`config.mk`:
```
export PLATFORM = sky130hd
export DESIGN_NAME = multi_timer_list_engine_core
export DESIGN_NICKNAME = d
export VERILOG_FILES = /design/src/design/mtle_pkg.sv /design/src/design/mtle_ram.sv /design/src/design/multi_timer_list_engine_core.sv
export VERILOG_INCLUDE_DIRS = /design/src /design/src/design
export SDC_FILE = /design/constraint.sdc
export NUM_CORES = 2
export LEC_CHECK = 0
export ABC_CLOCK_PERIOD_IN_PS = 17300
export BUFFER_PORTS_ARGS = -buffer_cell sky130_fd_sc_hd__buf_2
export CORE_ASPECT_RATIO = 1.5
export CORE_MARGIN = 3
export CORE_UTILIZATION = 54
export CTS_CLUSTER_SIZE = 25
export DETAILED_ROUTE_END_ITERATION = 12
export GPL_ROUTABILITY_DRIVEN = 1
export PLACE_DENSITY = 0.83
export SETUP_SLACK_MARGIN = 0.4
export SLEW_MARGIN = 20
export SYNTH_ARGS = -nofsm -noshare
export SYNTH_HDL_FRONTEND = slang
export SYNTH_SLANG_ARGS = --single-unit
```
`constraint.sdc`:
```
create_clock -name i_clk -period 17.3 [get_ports i_clk]
set_input_delay 3.46 -clock i_clk [delete_from_list [all_inputs] [get_ports i_clk]]
set_output_delay 3.46 -clock i_clk [all_outputs]
set_load 0.02 [all_outputs]
```
`src/design/assert_macros.svh`:
```
// Assertion macros shared by the timer list engine RTL.
// Needs a clock named i_clk and an active-low reset named i_rst_n in scope.
`ifndef ASSERT_MACROS_SVH
`define ASSERT_MACROS_SVH

// Same-cycle implication
`define MTLE_ASSERT_NOW(lbl, ante, cons, msg) \
    lbl: assert property (@(posedge i_clk) disable iff (!i_rst_n) \
        (ante) |-> (cons)) else $error(msg);

// Next-cycle implication
`define MTLE_ASSERT_NEXT(lbl, ante, cons, msg) \
    lbl: assert property (@(posedge i_clk) disable iff (!i_rst_n) \
        (ante) |=> (cons)) else $error(msg);

`endif

```
`src/design/mtle_pkg.sv`:
```
// Package for the timer list engine: sizes, status codes and the table entry type.
// No dependencies.
package mtle_pkg;

    localparam int MAX_TIMERS_DEF = 16;

    localparam logic [1:0] STATUS_FIRED  = 2'd0;
    localparam logic [1:0] STATUS_ACCEPT = 2'd1;
    localparam logic [1:0] STATUS_FULL   = 2'd2;

    localparam logic [7:0] REPEAT_FOREVER = 8'hFF;

    typedef struct packed {
        logic [31:0] start;
        logic [31:0] timeout;
        logic [7:0]  repeats;
        logic [7:0]  handle;
        logic [31:0] argument;
    } t_entry;

    localparam int ENTRY_W = $bits(t_entry);

endpackage

```
`src/design/mtle_ram.sv`:
```
// Generic single-port-write, single-port-read RAM with registered read data.
// No dependencies.
module mtle_ram #(
    parameter int WIDTH = 8,
    parameter int DEPTH = 16,
    localparam int AW = (DEPTH > 1) ? $clog2(DEPTH) : 1
) (
    input  logic             i_clk,
    input  logic             i_we,
    input  logic [AW-1:0]    i_waddr,
    input  logic [WIDTH-1:0] i_wdata,
    input  logic [AW-1:0]    i_raddr,
    output logic [WIDTH-1:0] o_rdata
);

    logic [WIDTH-1:0] r_mem [DEPTH];
    logic [WIDTH-1:0] r_rdata;

    always_ff @(posedge i_clk) begin
        if (i_we) begin
            r_mem[i_waddr] <= i_wdata;
        end
        r_rdata <= r_mem[i_raddr];
    end

    assign o_rdata = r_rdata;

endmodule

```
`src/design/multi_timer_list_engine_core.sv`:
```
// Timer list engine: insert leaves busy low; result strobed the cycle after acceptance.
// A tick holds busy while it walks the table; the next transaction is taken after busy
// falls. One table read per cycle through the entry RAM, whose registered read data
// lengthens the walk. Fire results appear during the walk; the last one comes with
// busy falling. Synchronous active-low reset empties the table and clears the tick;
// RAM is not cleared.
`include "assert_macros.svh"

module multi_timer_list_engine_core
    import mtle_pkg::*;
#(
    parameter int MAX_TIMERS = MAX_TIMERS_DEF
) (
    input  logic              i_clk,
    input  logic              i_rst_n,
    input  logic              start,
    output logic              busy,
    input  logic              i_command,
    input  logic [31:0]       i_timeout_ticks,
    input  logic signed [7:0] i_repeat_count,
    input  logic [7:0]        i_callback_id,
    input  logic [31:0]       i_callback_arg,
    output logic              o_valid,
    output logic [1:0]        o_status,
    output logic [7:0]        o_fired_id,
    output logic [31:0]       o_fired_arg,
    output logic              o_last
);

    localparam int AW = (MAX_TIMERS > 1) ? $clog2(MAX_TIMERS) : 1;
    localparam int CW = $clog2(MAX_TIMERS + 1);

    typedef enum logic [1:0] {
        ST_IDLE = 2'b01,
        ST_WALK = 2'b10
    } t_state;

    t_state        r_state, n_state;
    logic [31:0]   r_tick, n_tick;
    logic [CW-1:0] r_count, n_count;
    logic [CW-1:0] r_rd, n_rd;
    logic [CW-1:0] r_wr, n_wr;
    logic          r_dv, n_dv;
    logic          r_hold_vld, n_hold_vld;
    logic [7:0]    r_hold_id, n_hold_id;
    logic [31:0]   r_hold_arg, n_hold_arg;
    logic          r_out_vld, n_out_vld;
    logic [1:0]    r_out_status, n_out_status;
    logic [7:0]    r_out_id, n_out_id;
    logic [31:0]   r_out_arg, n_out_arg;
    logic          r_out_last, n_out_last;

    logic          accept;
    logic          ram_we;
    logic [AW-1:0] ram_waddr;
    logic [AW-1:0] ram_raddr;
    t_entry        ram_wdata;
    t_entry        rd_entry;
    logic [ENTRY_W-1:0] ram_rdata;
    logic          expired;
    logic          keep;
    t_entry        upd_entry;

    mtle_ram #(
        .WIDTH (ENTRY_W),
        .DEPTH (MAX_TIMERS)
    ) u_table (
        .i_clk   (i_clk),
        .i_we    (ram_we),
        .i_waddr (ram_waddr),
        .i_wdata (ram_wdata),
        .i_raddr (ram_raddr),
        .o_rdata (ram_rdata)
    );

    assign busy   = (r_state != ST_IDLE);
    assign accept = start && !busy;

    assign rd_entry = t_entry'(ram_rdata);
    assign expired  = (r_tick - rd_entry.start) >= rd_entry.timeout;
    assign keep     = !expired || (rd_entry.repeats != 8'd0);

    always_comb begin
        upd_entry = rd_entry;
        if (expired) begin
            upd_entry.start = r_tick;
            if (rd_entry.repeats != REPEAT_FOREVER) begin
                upd_entry.repeats = rd_entry.repeats - 8'd1;
            end
        end
    end

    always_comb begin
        n_state      = r_state;
        n_tick       = r_tick;
        n_count      = r_count;
        n_rd         = r_rd;
        n_wr         = r_wr;
        n_dv         = 1'b0;
        n_hold_vld   = r_hold_vld;
        n_hold_id    = r_hold_id;
        n_hold_arg   = r_hold_arg;
        n_out_vld    = 1'b0;
        n_out_status = r_out_status;
        n_out_id     = r_out_id;
        n_out_arg    = r_out_arg;
        n_out_last   = r_out_last;
        ram_we       = 1'b0;
        ram_waddr    = r_count[AW-1:0];
        ram_raddr    = r_rd[AW-1:0];
        ram_wdata    = '{start: r_tick, timeout: i_timeout_ticks,
                         repeats: unsigned'(i_repeat_count),
                         handle: i_callback_id, argument: i_callback_arg};

        unique case (r_state)
            ST_IDLE: begin
                if (accept) begin
                    if (i_command) begin
                        n_out_vld  = 1'b1;
                        n_out_last = 1'b1;
                        n_out_id   = i_callback_id;
                        n_out_arg  = i_callback_arg;
                        if (r_count >= CW'(MAX_TIMERS)) begin
                            n_out_status = STATUS_FULL;
                        end else begin
                            n_out_status = STATUS_ACCEPT;
                            ram_we       = 1'b1;
                            n_count      = r_count + CW'(1);
                        end
                    end else begin
                        n_tick     = r_tick + 32'd1;
                        n_state    = ST_WALK;
                        n_rd       = '0;
                        n_wr       = '0;
                        n_hold_vld = 1'b0;
                    end
                end
            end
            ST_WALK: begin
                if (r_rd < r_count) begin
                    n_dv = 1'b1;
                    n_rd = r_rd + CW'(1);
                end
                if (r_dv) begin
                    if (expired) begin
                        if (r_hold_vld) begin
                            n_out_vld    = 1'b1;
                            n_out_status = STATUS_FIRED;
                            n_out_id     = r_hold_id;
                            n_out_arg    = r_hold_arg;
                            n_out_last   = 1'b0;
                        end
                        n_hold_vld = 1'b1;
                        n_hold_id  = rd_entry.handle;
                        n_hold_arg = rd_entry.argument;
                    end
                    if (keep) begin
                        ram_we    = 1'b1;
                        ram_waddr = r_wr[AW-1:0];
                        ram_wdata = upd_entry;
                        n_wr      = r_wr + CW'(1);
                    end
                end else if (r_rd >= r_count) begin
                    // walk finished: close up the table and flush the held result
                    n_count = r_wr;
                    n_state = ST_IDLE;
                    if (r_hold_vld) begin
                        n_out_vld    = 1'b1;
                        n_out_status = STATUS_FIRED;
                        n_out_id     = r_hold_id;
                        n_out_arg    = r_hold_arg;
                        n_out_last   = 1'b1;
                    end
                    n_hold_vld = 1'b0;
                end
            end
            default: begin
                n_state = ST_IDLE;
            end
        endcase
    end

    always_ff @(posedge i_clk) begin
        if (!i_rst_n) begin
            r_state    <= ST_IDLE;
            r_tick     <= '0;
            r_count    <= '0;
            r_rd       <= '0;
            r_wr       <= '0;
            r_dv       <= 1'b0;
            r_hold_vld <= 1'b0;
            r_out_vld  <= 1'b0;
        end else begin
            r_state    <= n_state;
            r_tick     <= n_tick;
            r_count    <= n_count;
            r_rd       <= n_rd;
            r_wr       <= n_wr;
            r_dv       <= n_dv;
            r_hold_vld <= n_hold_vld;
            r_out_vld  <= n_out_vld;
        end
    end

    always_ff @(posedge i_clk) begin
        r_hold_id    <= n_hold_id;
        r_hold_arg   <= n_hold_arg;
        r_out_status <= n_out_status;
        r_out_id     <= n_out_id;
        r_out_arg    <= n_out_arg;
        r_out_last   <= n_out_last;
    end

    assign o_valid     = r_out_vld;
    assign o_status    = r_out_status;
    assign o_fired_id  = r_out_id;
    assign o_fired_arg = r_out_arg;
    assign o_last      = r_out_last;

    `MTLE_ASSERT_NEXT(a_insert_result, accept && i_command,
        o_valid && o_last && (o_status == STATUS_ACCEPT || o_status == STATUS_FULL),
        "insert transaction gave no single final result")
    `MTLE_ASSERT_NOW(a_midwalk_busy, o_valid && !o_last, busy,
        "non-final result outside a tick walk")
    `MTLE_ASSERT_NOW(a_wr_behind_rd, 1'b1, r_wr <= r_rd,
        "compaction write index overtook read index")
    `MTLE_ASSERT_NOW(a_count_bound, 1'b1, r_count <= CW'(MAX_TIMERS),
        "timer count exceeds table size")

endmodule

```
==> impl_metrics.csv <==
group,metric,value,unit
outcome,outcome,"completed",
global_routing,grtUsageTotal,24.5,%
sta,maxSlewViolCount,0,
logic_synthesis,synth_top_family_by_area,"multiplexers",
sta,slew_headroom,22.5,%
final_layout,finish.instance_area,0.0881,sq mm
clock_tree,cts_tree,"yes",
min_path,hold_path_class,"reg2reg",
sta,rsz0062_at_grt,"no",
floorplan,ios,129,
worst_setup_path,cp_max_fo,55,
final_layout,final_cell_count_no_fill,5892,
placed_design,gp_congestion,0.894,
global_routing,antenna_found_initial,7,
logic_synthesis,yosys_register_bits,2039,
detailed_routing,drcViolationCount,0,
worst_setup_path,ff2ff_path_depth,23,
clock_tree,cts_buffers,176,
clock_tree,cts.htree.levels,4,
clock_tree,cts_resized,0,
worst_setup_path,worstSetupEndpointType,"flip-flop",
clock_tree,clockBufferDepth,3,
clock_tree,clkTransAtPathRegs,0.06,ns
run,drv_cap,0,
final_layout,drive_gt1_share,30.4,%
worst_setup_path,worstPathArrival,8.86,ns
logic_synthesis,synth.area.mux_share,18.0,%
final_layout,final_core_util,60.6,%
pwr,ir_worst_vdd,0.105,mV
logic_synthesis,synthXorXnorAreaFrac,0.641,%
logic_synthesis,synth_nets,3792,
global_routing,grt_pass1_wl,271000,um
pwr,clkPwrFrac,40.9,%
clock_tree,clkSinkCount,2039,
detailed_routing,firstDrtPassIters,7,
logic_synthesis,synthAdderAreaFrac,1.26,%
global_routing,met1_usage,31.1,%
worst_setup_path,start_kind,"flip-flop",
placed_design,port_buffers,128,
floorplan,die_h,475,um
logic_synthesis,syn-cell-area,0.0792,sq mm
global_routing,grt_pass1_vias,40600,
min_path,worst_hold_startpoint,"u_table.o_rdata[16]",
sta,setup_viol,0,
pwr,p_seq_share,56.6,%
placed_design,dpl.cell_count,5558,
logic_synthesis,yosys.area_share.simple,1.71,%
min_path,min_to,"r_hold_arg[16]",
logic_synthesis,yosys.cell_types.count,82,
clock_tree,insertion_delay,0.82,ns
pwr,power,9.60,mW
worst_setup_path,path_class,"reg2reg",
sta,fin_skew,0.0432,ns
worst_setup_path,regToRegSetupSlack,8.84,ns
logic_synthesis,synth_ff_type,"edfxtp_1",
sta,max_freq,118,MHz
min_path,whs_path_depth,0,
floorplan,die_area,0.151,sq mm
placed_design,dpl_worst_slack,8.91,ns
logic_synthesis,yosys_warnings,0,
sta,whs,0.434,ns
global_routing,grt_busiest_layer,"met2",
global_routing,grtUsageMet2,42.1,%
final_layout,synthToLayoutAreaGrowth,11.2,%
worst_setup_path,crit-reg2reg-launch,"r_tick[0]",
worst_setup_path,slowest_stage,"buf_4",
floorplan,fp-row-count,171,
floorplan,chipWidth,319,um
detailed_routing,routed_via_density,6.58,
floorplan,start_util,54.5,%
logic_synthesis,postSynthCellCount,3629,
sta,setup_ws,8.84,ns
worst_setup_path,setup.worst_path.start,"r_tick[0]",
global_routing,overflow,0,
placed_design,place_area,0.0823,sq mm
pwr,p_int,7.62,mW
sta,finalCritPeriodShare,48.9,%
logic_synthesis,synth_edf_count,1875,
clock_tree,cts_setup_buffers,0,
global_routing,gr-usage-met3,4.39,%
sta,setup_tns,0,ns
detailed_routing,vias,38800,
worst_setup_path,regToRegEndpoint,"u_table.r_mem[1][69]",
logic_synthesis,ys_seq_area_share,75.2,%
worst_setup_path,cp_cell_sequence,"inv_1 -> ha_1 -> inv_1 -> fa_1 -> a211oi_1 -> o211a_1 -> o32ai_2 -> a41oi_1 -> o22ai_1 -> o21ai_0 -> a22o_1 -> xnor2_1 -> ha_1 -> a21oi_1 -> o21ai_0 -> a21oi_1 -> o211ai_2 -> or2_1 -> o22ai_4 -> mux2i_1 -> nor2_4 -> buf_4 -> buf_4",
pwr,comb_power_share,2.6,%
final_layout,fin_nets,3998,
sta,fin_crit,8.46,ns
worst_setup_path,worstPathRequired,17.70,ns
worst_setup_path,max_stage_delay,0.94,ns
pwr,leakage,27.8,nW
placed_design,dp_hpwl,92700,um
sta,finalHoldViolCount,0,
sta,worst_pin_slew,1.16,ns
pwr,p_per_area,109,mW/mm^2
floorplan,fp.coreArea,0.145,sq mm
logic_synthesis,ys_async_sr_fraction,0,%
pwr,swShare,20.6,%
pwr,p_sw,1.98,mW
logic_synthesis,synth_compound_gate_area_share,1.78,%
clock_tree,clk_root_buffer_cell,"clkbuf_16",
global_routing,grt_max_degree,149,
clock_tree,cts_hold_buf,0,
detailed_routing,wl,184000,um
detailed_routing,wire_per_inst,31.1,um
logic_synthesis,avgSynthCellArea,21.8,sq um
detailed_routing,drt_iter0_drc,4930,
detailed_routing,ant_nets,0,
## layout by cell type (no fill, tap or decap), drive strengths merged, types with 8 or more instances in the layout
cell / instances
a21o: 10
a21oi: 65
a31oi: 8
and3: 11
buf: 194
bufinv: 13
clkbuf: 224
clkinv: 67
dfxtp: 164
edfxtp: 1875
ha: 78
inv: 111
mux2: 144
mux4: 560
nand2: 50
nand2b: 9
nand3: 35
nand4: 14
nor2: 94
nor2b: 11
nor3: 14
o211ai: 8
o21a: 15
o21ai: 34
o31ai: 9
or3: 8
xnor2: 25
xor2: 33
## Yosys cell counts (33+ instances only)
cell type | n | area, sq um
inv_1 | 95 | 357
edfxtp_1 | 1875 | 56300
a21oi_1 | 64 | 320
nand3_1 | 35 | 175
xor2_1 | 33 | 289
dfxtp_1 | 164 | 3280
clkbuf_1 | 94 | 353
nor2_1 | 93 | 349
mux2_2 | 143 | 1610
nand2_1 | 50 | 188
buf_2 | 41 | 205
mux4_2 | 560 | 12600
ha_1 | 78 | 976
## worst max-delay path, delay by kind of cell, from the launching register on
family	cells	cell delay, ns
buffers and inverters	4	1.78
DFF	1	0.32
muxes	1	0.51
AOI/OAI and AO/OA	12	3.21
and+or+nand+nor	2	1.28
xor gates and xnor gates	1	0.07
adders and majority gates	3	0.81
## flip-flops by register name, indices dropped and copies added (netlist names)
name             flops
r_dv                 1
r_hold_arg          32
o_status             2
o_fired_arg         32
r_rd                 5
r_count              5
r_tick              32
r_state              2
r_hold_vld           1
o_valid              1
o_last               1
o_fired_id           8
u_table.o_rdata    112
u_table.r_mem     1792
r_wr                 5
r_hold_id            8
## kinds of logic (layout without fill, tap and decap cells)
kind of cell             count (synthesis)  after routing
flip-flops                            2039           2039
multiplexers                           710            710
AND/OR/NAND/NOR                        275            275
buffers and inverters                  261            616
AO/OA/AOI/OAI                          207            207
adder cells (fa/ha/maj)                 79             79
XOR/XNOR                                58             58
other                                    0              5
## metal layers
| metal | part of all wire [%] | wire length (um) | up-vias |
|---|---|---|---|
| li1 | - | - | 15500 |
| met1 | 35 | 64600 | 20400 |
| met2 | 53 | 96400 | 2428 |
| met3 | 8.6 | 15700 | 470 |
| met4 | 3.7 | 6770 | 6 |
| met5 | 0.023 | 42 | - |
## area by class of cell
| cell class | count | area [sq um] |
|---|---|---|
| fillers | 9368 | 57200 |
| inverters | 95 | 357 |
| clock buffers | 224 | 4670 |
| clock inverters | 103 | 1040 |
| diodes | 5 | 12.5 |
| flip-flops and latches | 2039 | 59600 |
| well taps | 1903 | 2380 |
| multi-input cells | 1329 | 18800 |
| repair buffers | 194 | 1240 |
## power by group through the flow
| stage | Sequential, mW | Clock (mW) | Combinational, mW |
|---|---|---|---|
| 2_1_floorplan | 5.55 | 0 | 0.134 |
| 3_3_place_gp | 5.53 | 0 | 0.230 |
| 3_5_place_dp | 5.54 | 0 | 0.239 |
| 4_1_cts | 5.43 | 3.97 | 0.243 |
| 5_1_grt | 5.43 | 4.12 | 0.265 |
| 6_report | 5.43 | 3.92 | 0.246 |
## how the worst max path moves through the flow
stage | end | slack (ns) | cells after the start
2_1_floorplan | u_table.r_mem[15][0] | 1.11 | 19
3_3_place_gp | u_table.r_mem[1][56] | 9.02 | 23
3_5_place_dp | u_table.r_mem[1][56] | 8.91 | 23
4_1_cts | u_table.r_mem[1][69] | 8.86 | 21
5_1_grt | u_table.r_mem[1][69] | 8.31 | 23
6_report | u_table.r_mem[1][69] | 8.84 | 23
Note: power is estimated with default switching activity, not from simulation.
